==> config.mk <==
export PLATFORM = sky130hd
export DESIGN_NAME = cabn_ram
export DESIGN_NICKNAME = d
export VERILOG_FILES = /design/src/rtl/cabn_ram.sv
export SDC_FILE = /design/constraint.sdc
export NUM_CORES = 1
export LEC_CHECK = 0
export ABC_AREA = 1
export ABC_CLOCK_PERIOD_IN_PS = 2100
export BUFFER_PORTS_ARGS = -buffer_cell sky130_fd_sc_hd__buf_2
export CAP_MARGIN = 20
export CORE_UTILIZATION = 55
export CTS_BUF_LIST = sky130_fd_sc_hd__clkbuf_2 sky130_fd_sc_hd__clkbuf_4 sky130_fd_sc_hd__clkbuf_8
export DETAILED_ROUTE_END_ITERATION = 7
export PLACE_DENSITY = 0.8
export RECOVER_POWER = 100
export SLEW_MARGIN = 10
export SYNTH_ARGS = -nofsm -noshare
export SYNTH_HDL_FRONTEND = slang
export SYNTH_SLANG_ARGS = --single-unit
==> constraint.sdc <==
create_clock -name clk -period 2.1 [get_ports clk]
set_clock_uncertainty 0.2 [all_clocks]
set_input_delay 0.105 -clock clk [delete_from_list [all_inputs] [get_ports clk]]
set_output_delay 0.105 -clock clk [all_outputs]
set_load 0.005 [all_outputs]
==> src/rtl/cabn_ram.sv <==
// Generic single-write, single-read RAM with a registered read port.
`timescale 1ns / 1ps
`default_nettype none
module cabn_ram #(
	parameter int WIDTH = 8,
	parameter int DEPTH = 64
) (
	input  wire logic                     clk,
	input  wire logic                     we,
	input  wire logic [$clog2(DEPTH)-1:0] waddr,
	input  wire logic [WIDTH-1:0]         wdata,
	input  wire logic [$clog2(DEPTH)-1:0] raddr,
	output logic      [WIDTH-1:0]         rdata
);
	logic [WIDTH-1:0] mem_q [DEPTH];

	// Write port and registered read port.
	always_ff @(posedge clk) begin
		if (we) begin
			mem_q[waddr] <= wdata;
		end
		rdata <= mem_q[raddr];
	end
endmodule
`default_nettype wire

## Yosys cells after proc, flatten, opt, wreduce, memory -nomap -nowiden

Memories as Yosys holds them, arrays and structs flattened. A register that Yosys moved wholly into a read port is not among the register bits.
Cells that the tools add are included.

- Register bits after elaboration: 0
- Memory bits (writable): 512
- Input bits: 22
- Output and inout port bits: 8
- Word-level logic and storage cells: 3
- Memories: 1

- Multiplexer cells: 2

Memories:

| memory | depth | bits a word | rd ports | clocked after memory_dff | wr ports | line | text |
|---|---|---|---|---|---|---|---|
| mem_q | 64 | 8 | 1 | 1 | 1 | 15 | `logic [WIDTH-1:0] mem_q [DEPTH];` |

Operator list:

| kind | number |
|---|---|
| $mux 1 | 2 |

## Depth between registers and ports, before layout

Gate-level depths: netlist of the first run.

- Depth after elaboration: 2
- Mapped depth: 12
- Mapped depth without buffers: 9

## Worst setup path before layout of the first run

OpenSTA, ideal clock, no wires.

- Path type: input to register
- Start point: input port we
- End point: memory mem_q[48][0] (enable)
- Setup time: 0.395 ns
- Arrival time: 1.476 ns
- Required time: 1.505 ns
- Path slack: 0.029 ns
- Stages: 3
- Buffers on the path: 1
- Cells stage by stage: clkbuf_1 -> nand4_1 -> nor4_1

- Word-level cells in the longest chain between the ends: 2

RTL lines:

| item | line | text |
|---|---|---|
| from (decl) | 9 | `input wire logic we,` |
| $mux 1 | 19 | `if (we) begin` |
| $mux 1 (not written as such) | 20 | `mem_q[waddr] <= wdata;` |
| to (decl) | 15 |  |

No other way between the ends.

## Worst setup path after layout of the first run

- Start point: input port waddr[1]
- End point: memory mem_q[37][4] (enable)

RTL lines:

| item | line | text |
|---|---|---|
| from (decl) | 10 | `input wire logic [$clog2(DEPTH)-1:0] waddr,` |

Straight into the memory's write port.

==> key figures, run 1 <==
Global route
  • Vias in the first global route: between 10000 and 15000
  • Met2 usage: a little over two fifths
  • Initial antenna violation count: 1
  • GR Overflow Total: 0
  • Met1 Use GR: between 30% and 40%
  • Largest net degree at the start of global routing: 97
  • GRT Total Usage: between 20% and 30%
  • Grt met3 use: under 10%
  • First-pass GRT wire length: 81770 um
  • Gr busiest metal: met2

Yosys
  • Sequential element share of the synthesized area: just over 70%
  • Top post-synthesis cells by count: 648 x nand2_1, 512 x edfxtp_1, 439 x nand3_1, 56 x nor2_1, 37 x buf_2
  • Top FF cell, synth: edfxtp_1
  • Mux cell area share after synthesis: 0%
  • Ys Warns: 0
  • Cells after Synth: 1805
  • Synth cell types: 16
  • Compound-Gate Fraction of Synth Area: 0%
  • Yosys top cell by area: edfxtp_1
  • EDFF count, synth: 512
  • Most common cell in the netlist: nand2_1
  • Cell area after synthesis: 0.02134 sq mm
  • Syn Nets: about 1800
  • Post-Synth Simple-Gate Area: between 20% and 30%
  • Post-Synth XOR/XNOR Area: 0%
  • Async S/R FF share, synth: 0%
  • Largest family of logic cells by synthesized area: simple AND/OR/NAND/NOR gates
  • FF+latch count, synth: 520
  • Dominant cells by area after synthesis: edfxtp_1 72%, nand2_1 11%, nand3_1 10%
  • Synth top area share: roughly 70%
  • Mean Syn Cell Area: ~12 sq um
  • Post-Synth Adder-Cell Area: 0%

Clocking
  • CTS root buf: clkbuf_8
  • Max clock buf depth: 3
  • Total CTS buffers: between 80 and 90
  • Num Clock Sinks: 520
  • CTS tree: built
  • Clock latency at the later pin of the worst-skew pair: 0.67 ns
  • H-tree Lvls: 3
  • Clk slew on worst S/H paths: around 0.06 ns

Flow run
  • Max Cap Viol: 3

STA
  • RSZ-0062 raised after global routing: false
  • Max Fclk: 474.4 MHz
  • Slew margin rel.: -5.089%
  • Hold WS: between 0.05 and 0.06 ns
  • Worst-Margin Slew: 1.576 ns
  • Worst setup slack after layout: -0.007850 ns
  • Final min period: 2.108 ns
  • Setup tns final: -0.01528 ns
  • Final slew viol count: around 200
  • Final setup viols: 4
  • Fin crit share: 100.4%
  • Fin. Hold Viols: 0

Worst setup path
  • Setup crit end: mem_q[37][4]$_DFFE_PP_
  • Startpoint Class: input port
  • Cell family with most CP delay: buffers and inverters
  • CP endpoint kind: flip-flop
  • Worst path depth: 7
  • CP max stage cell: dlygate4sd3_1
  • Setup slack, reg-to-reg: about 0.11 ns
  • Reg-to-Reg Start: mem_q[35][5]$_DFFE_PP_
  • Max Fanout on Critical Path: 9
  • Most frequent CP cell: clkbuf_1
  • Largest stage delay on the critical path: roughly 0.55 ns
  • Critical path arrival: 2.18 ns
  • Worst setup path start: waddr[1]
  • CP Cell Sequence: dlygate4sd3_1 > buf_2 > inv_1 > nand4_1 > clkbuf_1 > nor2_1 > clkbuf_1
  • Sum of buffers and inverters on the critical path: 5
  • Setup CP Type: input port to flip-flop
  • R2R depth: 9
  • Critical path required time: between 2 and 2.5 ns
  • R2R Path End: rdata[5]$_DFF_P_

Floorplan
  • I/O pin count: 30
  • Core area: around 0.038 sq mm
  • Die X: between 150 and 200 um
  • Initial core utilization: between 50% and 60%
  • Die area: roughly 0.040 sq mm
  • Core Rows: 71
  • Die Y: 199.0 um

Power
  • Peak VDD IR: approximately 0.55 mV
  • P_leak: slightly below 9 nW
  • Pwr dens: approximately 900 mW/mm^2

Drt
  • Vias: 14880
  • DRC violations left: 0
  • Initial detailed-routing violation count: ~1900
  • Antenna Nets Post-Route: 0
  • Vias per inst: between 5 and 6
  • Drt wl/cell: roughly 21 um
  • Final wirelength: around 53000 um
  • Drt pass-1 iters: 6

Run status
  • Failing checks: max-capacitance violations, max-slew violations, negative setup slack
  • Status: complete, but fails checks

Hold path
  • Worst min path class: input port to flip-flop

Place
  • Port bufs: 29
  • RD Place Congestion: between 0.8 and 0.9
  • Post-DP HPWL: between 30000 and 40000 um
  • Pre-CTS setup slack: -0.08268 ns

Finish
  • Layout cells sized above 1: a little over a tenth
  • Layout Nets: 1965
  • Synth-to-Final Area Change: 12.37%
==> worst reg2reg max path, stage by stage (launching register included) <==
cell and delay, ns:
edfxtp_1 0.38, nand2_1 0.08, nand3_1 0.07, nand3_1 0.12, nand2_1 0.10, nand2_1 0.07
nand3_1 0.16, nand3_1 0.11, dlygate4sd3_1 0.57, nand2_1 0.06
==> layout make-up <==
type / count / area (sq um)
repair buffers: 166 / 1172
fillers: 2800 / 13950
flip-flops and latches: 520 / 15530
well taps: 511 / 639.4
clock buffers: 115 / 1401
multi-input cells: 1160 / 4946
clock inverters: 34 / 225.2
diodes: 1 / 2.502
inverters: 12 / 56.30
==> how the worst min path moves through the flow <==
stage	startpoint	depth (start not counted)	end	slack (ns)
final	waddr[3]	4	mem_q[1][7]$_DFFE_PP_	0.06
after global routing	waddr[3]	4	mem_q[1][7]$_DFFE_PP_	0.09
after CTS	waddr[3]	4	mem_q[1][7]$_DFFE_PP_	0.03
after detailed placement	wdata[6]	1	mem_q[53][6]$_DFFE_PP_	0.25
after global placement	wdata[6]	1	mem_q[53][6]$_DFFE_PP_	0.26
after floorplan	wdata[0]	0	mem_q[0][0]$_DFFE_PP_	0.004
==> per-stage QoR <==
stage / utilization [%] / std cells / cell area (sq um) / power [mW]
5_1_grt: 63.21 / 2519 / 23980 / 22.03
6_report: 63.21 / 2519 / 23980 / 21.41
3_3_place_gp: 58.99 / 2342 / 22380 / 13.05
3_5_place_dp: 58.99 / 2342 / 22380 / 13.09
4_1_cts: 63.78 / 2510 / 24190 / 21.48
2_1_floorplan: - / 1805 / 21340 / 12.54
==> layout by cell type (no fill, tap or decap), drive strengths merged <==
cell type and n:
dlygate4sd3 20, edfxtp 512, nand4 9, clkinvlp 4, clkbuf 211, clkinv 26, nand2 648, nor2 56
buf 50, nor4 8, inv 14, dfxtp 8, nand3 439, diode 1, bufinv 2
==> routing by layer <==
| metal | share of wire [%] | wire length [um] |
|---|---|---|
| met5 | 0 | 0 |
| met4 | 4.4 | 2334 |
| met3 | 11 | 5758 |
| met2 | 48 | 25560 |
| met1 | 37 | 19740 |
==> report_power, final <==
group	internal (mW)	switching (mW)
clock network	4.58	3.89
registers	11.5	0.0318
logic	0.388	1.03
==> state kept, by name, summed over array words and instances, names as in the netlist <==
signal  cells
mem_q     512
rdata       8
==> cell families after synthesis <==
group / Yosys count
flops: 520
buf+inv: 125
simple gates: 1160
==> what timing repair did <==
| item | 4_1_cts | 5_1_grt |
|---|---|---|
| hold buffers | 19 | 1 |
| endpoints found under the setup margin | 0 | 9 |
| buffers inserted | 0 | 6 |
| endpoints found under the hold margin | 467 | 2 |
| resized for setup | 0 | 2 |
(Power assumes the default switching activity.)
==> run 2, diff against run 1 <==
--- a/config.mk
+++ b/config.mk
@@ -6,14 +6,15 @@
 export NUM_CORES = 1
 export LEC_CHECK = 0
 export ABC_AREA = 1
-export ABC_CLOCK_PERIOD_IN_PS = 2100
+export ABC_CLOCK_PERIOD_IN_PS = 2300
 export BUFFER_PORTS_ARGS = -buffer_cell sky130_fd_sc_hd__buf_2
-export CAP_MARGIN = 20
+export CAP_MARGIN = 10
 export CORE_UTILIZATION = 55
 export CTS_BUF_LIST = sky130_fd_sc_hd__clkbuf_2 sky130_fd_sc_hd__clkbuf_4 sky130_fd_sc_hd__clkbuf_8
 export DETAILED_ROUTE_END_ITERATION = 7
-export PLACE_DENSITY = 0.8
+export PLACE_DENSITY = 0.77
 export RECOVER_POWER = 100
+export REMOVE_ABC_BUFFERS = 1
 export SLEW_MARGIN = 10
 export SYNTH_ARGS = -nofsm -noshare
 export SYNTH_HDL_FRONTEND = slang
==> constraint.sdc (replaced) <==
create_clock -name clk -period 2.3 [get_ports clk]
set_clock_uncertainty 0.2 [all_clocks]
set_input_delay 0.115 -clock clk [delete_from_list [all_inputs] [get_ports clk]]
set_output_delay 0.115 -clock clk [all_outputs]
set_load 0.005 [all_outputs]
==> run 2 against run 1 <==
The run ends with max-capacitance violations, max-slew violations left. Sequential power fell by 9%. Total power fell by 11%. Hold slack improved by 0.078 ns. Die area did not move. Critical endpoint is now mem_q[61][1]$_DFFE_PP_.
==> key figures, run 2 (synthesized netlist as in run 1, its figures left out) <==
Run status
  • Status: complete, but fails checks
  • Failing checks: max-capacitance violations, max-slew violations

STA
  • Fin crit share: just over 90%
  • Worst setup slack after layout: 0.1566 ns
  • Slew margin rel.: -11.94%
  • Fin. Hold Viols: 0
  • RSZ-0062 raised after global routing: false
  • Hold WS: approximately 0.14 ns
  • Setup tns final: 0 ns
  • Max Fclk: ~470 MHz
  • Final setup viols: 0
  • Final min period: roughly 2.1 ns
  • Final slew viol count: 380
  • Worst-Margin Slew: about 1.7 ns

Finish
  • Fill count: ~2900
  • Synth-to-Final Area Change: 11.85%
  • Area occupied by multi-input gates: around 0.0049 sq mm
  • Most frequent cells in the layout: 648 x nand2_1, 512 x edfxtp_1, 439 x nand3_1
  • FF/Latch Area: between 0.015 and 0.02 sq mm
  • Layout Nets: approximately 2000
  • N_diodes: 0
  • Final design utilization: 62.92%
  • Fin area: 0.02387 sq mm
  • Largest reg by FF count: mem_q
  • Number of flip-flops under the largest register name: a little over 500
  • Commonest non-fill, non-tap cell in the layout: nand2_1
  • Biggest regs: mem_q (512), rdata (8)
  • Layout cells sized above 1: 11.59%
  • Cell Count, Final, Fillers Out: about 2500

Hold path
  • Worst min path class: input port to flip-flop
  • Hold depth: 10
  • Worst hold start: raddr[0]
  • Worst Hold Path EP: rdata[3]$_DFF_P_

Power
  • Peak VDD IR: ~0.86 mV
  • P_leak: 8.734 nW
  • Pwr dens: roughly 800 mW/mm^2
  • Total Power: roughly 19 mW

Floorplan
  • Initial core utilization: a little under three fifths
  • I/O pin count: 30
  • Die area: between 0.03 and 0.04 sq mm
  • Die X: approximately 200 um
  • Core Rows: 71
  • Die Y: approximately 200 um
  • Core area: between 0.03 and 0.04 sq mm

Worst setup path
  • Reg-to-Reg Start: mem_q[63][2]$_DFFE_PP_
  • Setup slack, reg-to-reg: 0.40 ns
  • Sum of buffers and inverters on the critical path: 5
  • Largest stage delay on the critical path: around 0.55 ns
  • Cell family with most CP delay: buffers and inverters
  • Most frequent CP cell: clkbuf_1
  • CP max stage cell: dlygate4sd3_1
  • R2R Path End: rdata[2]$_DFF_P_
  • CP endpoint kind: flip-flop
  • Setup CP Type: input port to flip-flop
  • Startpoint Class: input port
  • Max Fanout on Critical Path: 9
  • R2R depth: 9
  • Critical path arrival: around 2.2 ns
  • Critical path required time: between 2 and 2.5 ns
  • CP Cell Sequence: dlygate4sd3_1 > clkbuf_1 > inv_1 > nand4_1 > clkbuf_2 > nor2_1 > clkbuf_1

Drt
  • Initial detailed-routing violation count: 1739
  • Vias: between 10000 and 15000
  • Antenna Nets Post-Route: 0
  • Vias per inst: 5.840
  • DRC violations left: 0
  • Drt wl/cell: 20.95 um
  • Drt pass-1 iters: 6
  • Final wirelength: ~53000 um

Place
  • Port bufs: 29
  • Post-DP HPWL: about 31000 um
  • Pre-CTS setup slack: 0.3623 ns
  • Placed Instances: around 2400
  • RD Place Congestion: 0.8968
  • DP Area: 0.02247 sq mm

Clocking
  • Max clock buf depth: 3
  • H-tree Lvls: 3
  • CTS resizes: 0
  • Clk slew on worst S/H paths: about 0.060 ns
  • Num Clock Sinks: 520
  • CTS root buf: clkbuf_8
  • CTS tree: built
  • Total CTS buffers: between 80 and 90
  • Clock latency at the later pin of the worst-skew pair: around 0.62 ns

Global route
  • GRT Total Usage: 27.70%
  • First-pass GRT wire length: between 80000 and 90000 um
  • GR Overflow Total: 0
  • Largest net degree at the start of global routing: between 70 and 80
  • Initial antenna violation count: 0
  • Vias in the first global route: roughly 14000

Flow run
  • Max Cap Viol: 7
## run 2: cell types whose count changed in the layout (fill, tap and decap cells not counted), moves of 2 or more
cell           change
buf_4             +39
clkbuf_2          -16
clkbuf_1          -15
clkinv_2          +12
clkbuf_4           -8
dlygate4sd3_1      -5
buf_12             -4
clkbuf_8           -2
clkinvlp_4         -2
inv_8              -2
## run 2: layout make-up
class / count / area share [%]
flip-flops and latches: 520 / 65.09
inverters: 12 / 0.2202
multi-input cells: 1160 / 20.72
well taps: 511 / 2.679
repair buffers: 166 / 4.959
clock inverters: 40 / 0.8597
clock buffers: 104 / 5.473
## run 2: what timing repair did
| action | 4_1_cts | 5_1_grt |
|---|---|---|
| setup endpoints to repair | 0 | 0 |
| endpoints found under the hold margin | 535 | 0 |
| setup buffers | 0 | 0 |
| hold buffers | 15 | 0 |
## run 2: worst max path at each step
stage                        start                      to  slack (ns)  cells after the start
after detailed placement  raddr[1]        rdata[7]$_DFF_P_        0.36                     10
after CTS                 raddr[3]        rdata[2]$_DFF_P_        0.33                      9
after global placement    raddr[0]        rdata[7]$_DFF_P_        0.35                     11
after global routing      waddr[0]  mem_q[22][5]$_DFFE_PP_        0.12                      7
final                     waddr[1]  mem_q[61][1]$_DFFE_PP_        0.16                      7
after floorplan           raddr[1]        rdata[7]$_DFF_P_       -0.53                      8
## run 2: metal layers
metal	global-route usage (%)	wire length [um]	up-vias	share of wire (%)
met2	43.91	24940	857	47
met4	11.48	1792	0	3.4
li1	-	-	6628	-
met3	5.137	5568	155	11
met1	37.92	20360	7035	39
met5	0	0	-	0
## run 2: tightest hold or removal path, cell delays in order
cell	delay (ns)
buf_6	0.10
inv_6	0.11
nand2_1	0.09
nand3_1	0.06
nand3_1	0.08
nand2_1	0.06
nand2_1	0.06
nand3_1	0.06
nand3_1	0.10
nand2_1	0.06
## run 2: power breakdown
part | internal [mW] | switching [mW] | leakage, nW | total [mW]
logic | 0.343 | 0.924 | 3.26 | 1.27
clock network | 3.83 | 3.46 | 0.802 | 7.29
registers | 10.5 | 0.0377 | 4.67 | 10.5
total | 14.7 | 4.42 | 8.73 | 19.1
==> run 3, diff against run 2 <==
--- a/config.mk
+++ b/config.mk
@@ -9,6 +9,7 @@
 export ABC_CLOCK_PERIOD_IN_PS = 2300
 export BUFFER_PORTS_ARGS = -buffer_cell sky130_fd_sc_hd__buf_2
 export CAP_MARGIN = 10
+export CORE_ASPECT_RATIO = 0.5
 export CORE_UTILIZATION = 55
 export CTS_BUF_LIST = sky130_fd_sc_hd__clkbuf_2 sky130_fd_sc_hd__clkbuf_4 sky130_fd_sc_hd__clkbuf_8
 export DETAILED_ROUTE_END_ITERATION = 7
==> run 3 against run 2 <==
The flow still finishes with violations (max-capacitance violations, max-slew violations). Combinational power about the same. First-iteration DRC count up 21%. Core utilization down 0.45 points. Sequential cell count unchanged. Clock-buffer cell count down 3. Via count down 0.57%. Hold slack worse by 0.10 ns. Setup slack worse by 0.069 ns. Maximum frequency down 3.1%. Critical endpoint is now mem_q[24][2]$_DFFE_PP_.
==> key figures, run 3 (synthesized netlist as in run 1, its figures left out) <==
Run status
  • Status: complete, but fails checks
  • Failing checks: max-capacitance violations, max-slew violations

Clocking
  • CTS tree: built
  • Max clock buf depth: 3
  • Num Clock Sinks: 520
  • Clk slew on worst S/H paths: ~0.060 ns
  • Total CTS buffers: 73
  • Clock latency at the later pin of the worst-skew pair: 0.65 ns
  • CTS root buf: clkbuf_8
  • H-tree Lvls: 3

Worst setup path
  • Critical path required time: roughly 2.5 ns
  • Startpoint Class: input port
  • Most frequent CP cell: clkbuf_1
  • CP Cell Sequence: dlygate4sd3_1 > clkbuf_1 > inv_1 > nand4_1 > clkbuf_1 > nor2_1 > clkbuf_2
  • Cell family with most CP delay: buffers and inverters
  • CP endpoint kind: flip-flop
  • Setup slack, reg-to-reg: approximately 0.23 ns
  • R2R depth: 9
  • Reg-to-Reg Start: mem_q[12][6]$_DFFE_PP_
  • Max Fanout on Critical Path: 9
  • Setup CP Type: input port to flip-flop
  • Sum of buffers and inverters on the critical path: 5
  • R2R Path End: rdata[6]$_DFF_P_
  • CP max stage cell: clkbuf_1
  • Largest stage delay on the critical path: roughly 0.69 ns
  • Critical path arrival: between 2 and 2.5 ns

Global route
  • Met1 Use GR: between 30 and 40%
  • Grt met3 use: between 5 and 6%
  • Initial antenna violation count: 0
  • Met2 usage: 42.52%
  • Vias in the first global route: approximately 14000
  • GR Overflow Total: 0
  • Largest net degree at the start of global routing: slightly above 80
  • First-pass GRT wire length: a little under 80000 um
  • GRT Total Usage: 26.81%
  • Gr busiest metal: met2

Power
  • P_leak: about 8.5 nW
  • Total Power: 18.75 mW
  • Int Pwr: 14.38 mW
  • Pwr dens: ~790 mW/mm^2
  • Flop pwr share: between 50 and 60%
  • Clk pwr share: approximately 37%
  • Combinational power share: 6.7%
  • Net Sw Power: around 4.4 mW
  • Switching fraction of total power: a little under a quarter
  • Peak VDD IR: between 0.4 and 0.5 mV

Finish
  • Final design utilization: between 60% and 70%
  • Largest reg by FF count: mem_q
  • Fin area: between 0.02 and 0.025 sq mm
  • Area occupied by multi-input gates: roughly 0.0049 sq mm
  • Layout Nets: 1945
  • Number of flip-flops under the largest register name: around 500
  • N_diodes: 0
  • Cell Count, Final, Fillers Out: 2492
  • Synth-to-Final Area Change: 10.62%
  • Fill count: ~2900
  • Most frequent cells in the layout: 648 x nand2_1, 512 x edfxtp_1, 439 x nand3_1
  • Commonest non-fill, non-tap cell in the layout: nand2_1
  • Biggest regs: mem_q (512), rdata (8)
  • FF/Latch Area: 0.01553 sq mm
  • Layout cells sized above 1: a little under a tenth

Drt
  • DRC violations left: 0
  • Vias per inst: between 5 and 6
  • Antenna Nets Post-Route: 0
  • Drt pass-1 iters: 7
  • Final wirelength: between 50000 and 60000 um
  • Drt wl/cell: 20.88 um
  • Vias: around 15000
  • Initial detailed-routing violation count: 2108

Hold path
  • Worst min path class: input port to flip-flop
  • Worst hold start: raddr[1]
  • Hold depth: 8
  • Worst Hold Path EP: rdata[3]$_DFF_P_

Floorplan
  • Die Y: between 100 and 150 um
  • Initial core utilization: about 56%
  • I/O pin count: 30
  • Die area: slightly below 0.04 sq mm
  • Die X: ~280 um
  • Core area: 0.03779 sq mm
  • Core Rows: 50

Place
  • Port bufs: 29
  • Placed Instances: approximately 2400
  • Post-DP HPWL: around 30000 um
  • RD Place Congestion: roughly 0.94
  • DP Area: around 0.022 sq mm

Flow run
  • Max Cap Viol: 2

STA
  • RSZ-0062 raised after global routing: false
  • Worst-Margin Slew: approximately 2.3 ns
  • Hold WS: 0.03448 ns
  • Fin. Hold Viols: 0
  • Slew margin rel.: -55.71%
  • Max Fclk: between 400 and 500 MHz
  • Final setup viols: 0
  • Final slew viol count: 79
  • Fin crit share: around 96%
  • Final min period: about 2.2 ns
==> run 3: through the flow <==
step                      setup TNS (ns)  setup slack, ns
after global placement                 0           0.3227
after global routing                   0          0.08295
after CTS                              0           0.2612
after floorplan                   -4.192          -0.5319
final                                  0          0.08783
after detailed placement               0           0.3424
==> run 3: layout make-up <==
class	count	share of cell area [%]
multi-input cells	1160	20.95
repair buffers	156	4.484
clock inverters	23	0.6042
inverters	12	0.2226
well taps	520	2.756
clock buffers	101	5.173
flip-flops and latches	520	65.81
==> run 3: per-layer routing <==
layer  vias to the layer above  share of wire, %
met5                         -                 0
met4                         0               3.7
met3                       144                11
met2                       865                47
met1                      7000                39
li1                       6583                 -
==> run 3: how the worst max path moves through the flow <==
stage,start,to,depth (start not counted)
3_3_place_gp,raddr[1],rdata[3]$_DFF_P_,10
6_report,waddr[0],mem_q[24][2]$_DFFE_PP_,7
3_5_place_dp,raddr[0],rdata[0]$_DFF_P_,12
5_1_grt,waddr[0],mem_q[34][7]$_DFFE_PP_,7
2_1_floorplan,raddr[1],rdata[7]$_DFF_P_,8
4_1_cts,mem_q[12][6]$_DFFE_PP_,rdata[6]$_DFF_P_,9
==> run 3: worst min-delay path, delay by kind of cell <==
kind,cells,cell delay (ns)
and+or+nand+nor,7,0.50
buffers and inverters,1,0.20
==> run 3: power by group through the flow <==
stage          combinational, mW  sequential, mW  clock, mW
6_report                    1.26            10.5       6.97
5_1_grt                     1.36            10.5       7.42
4_1_cts                     1.25            10.5       7.01
3_5_place_dp                1.22            10.7          0
3_3_place_gp                1.19            10.7          0
2_1_floorplan              0.530            10.7          0
==> run 3: repair_timing <==
item                                   4_1_cts  5_1_grt
gates resized for setup                      0        0
hold buffers                                16        0
setup buffers                                0        0
endpoints found under the hold margin      309        0
setup endpoints to repair                    0        0
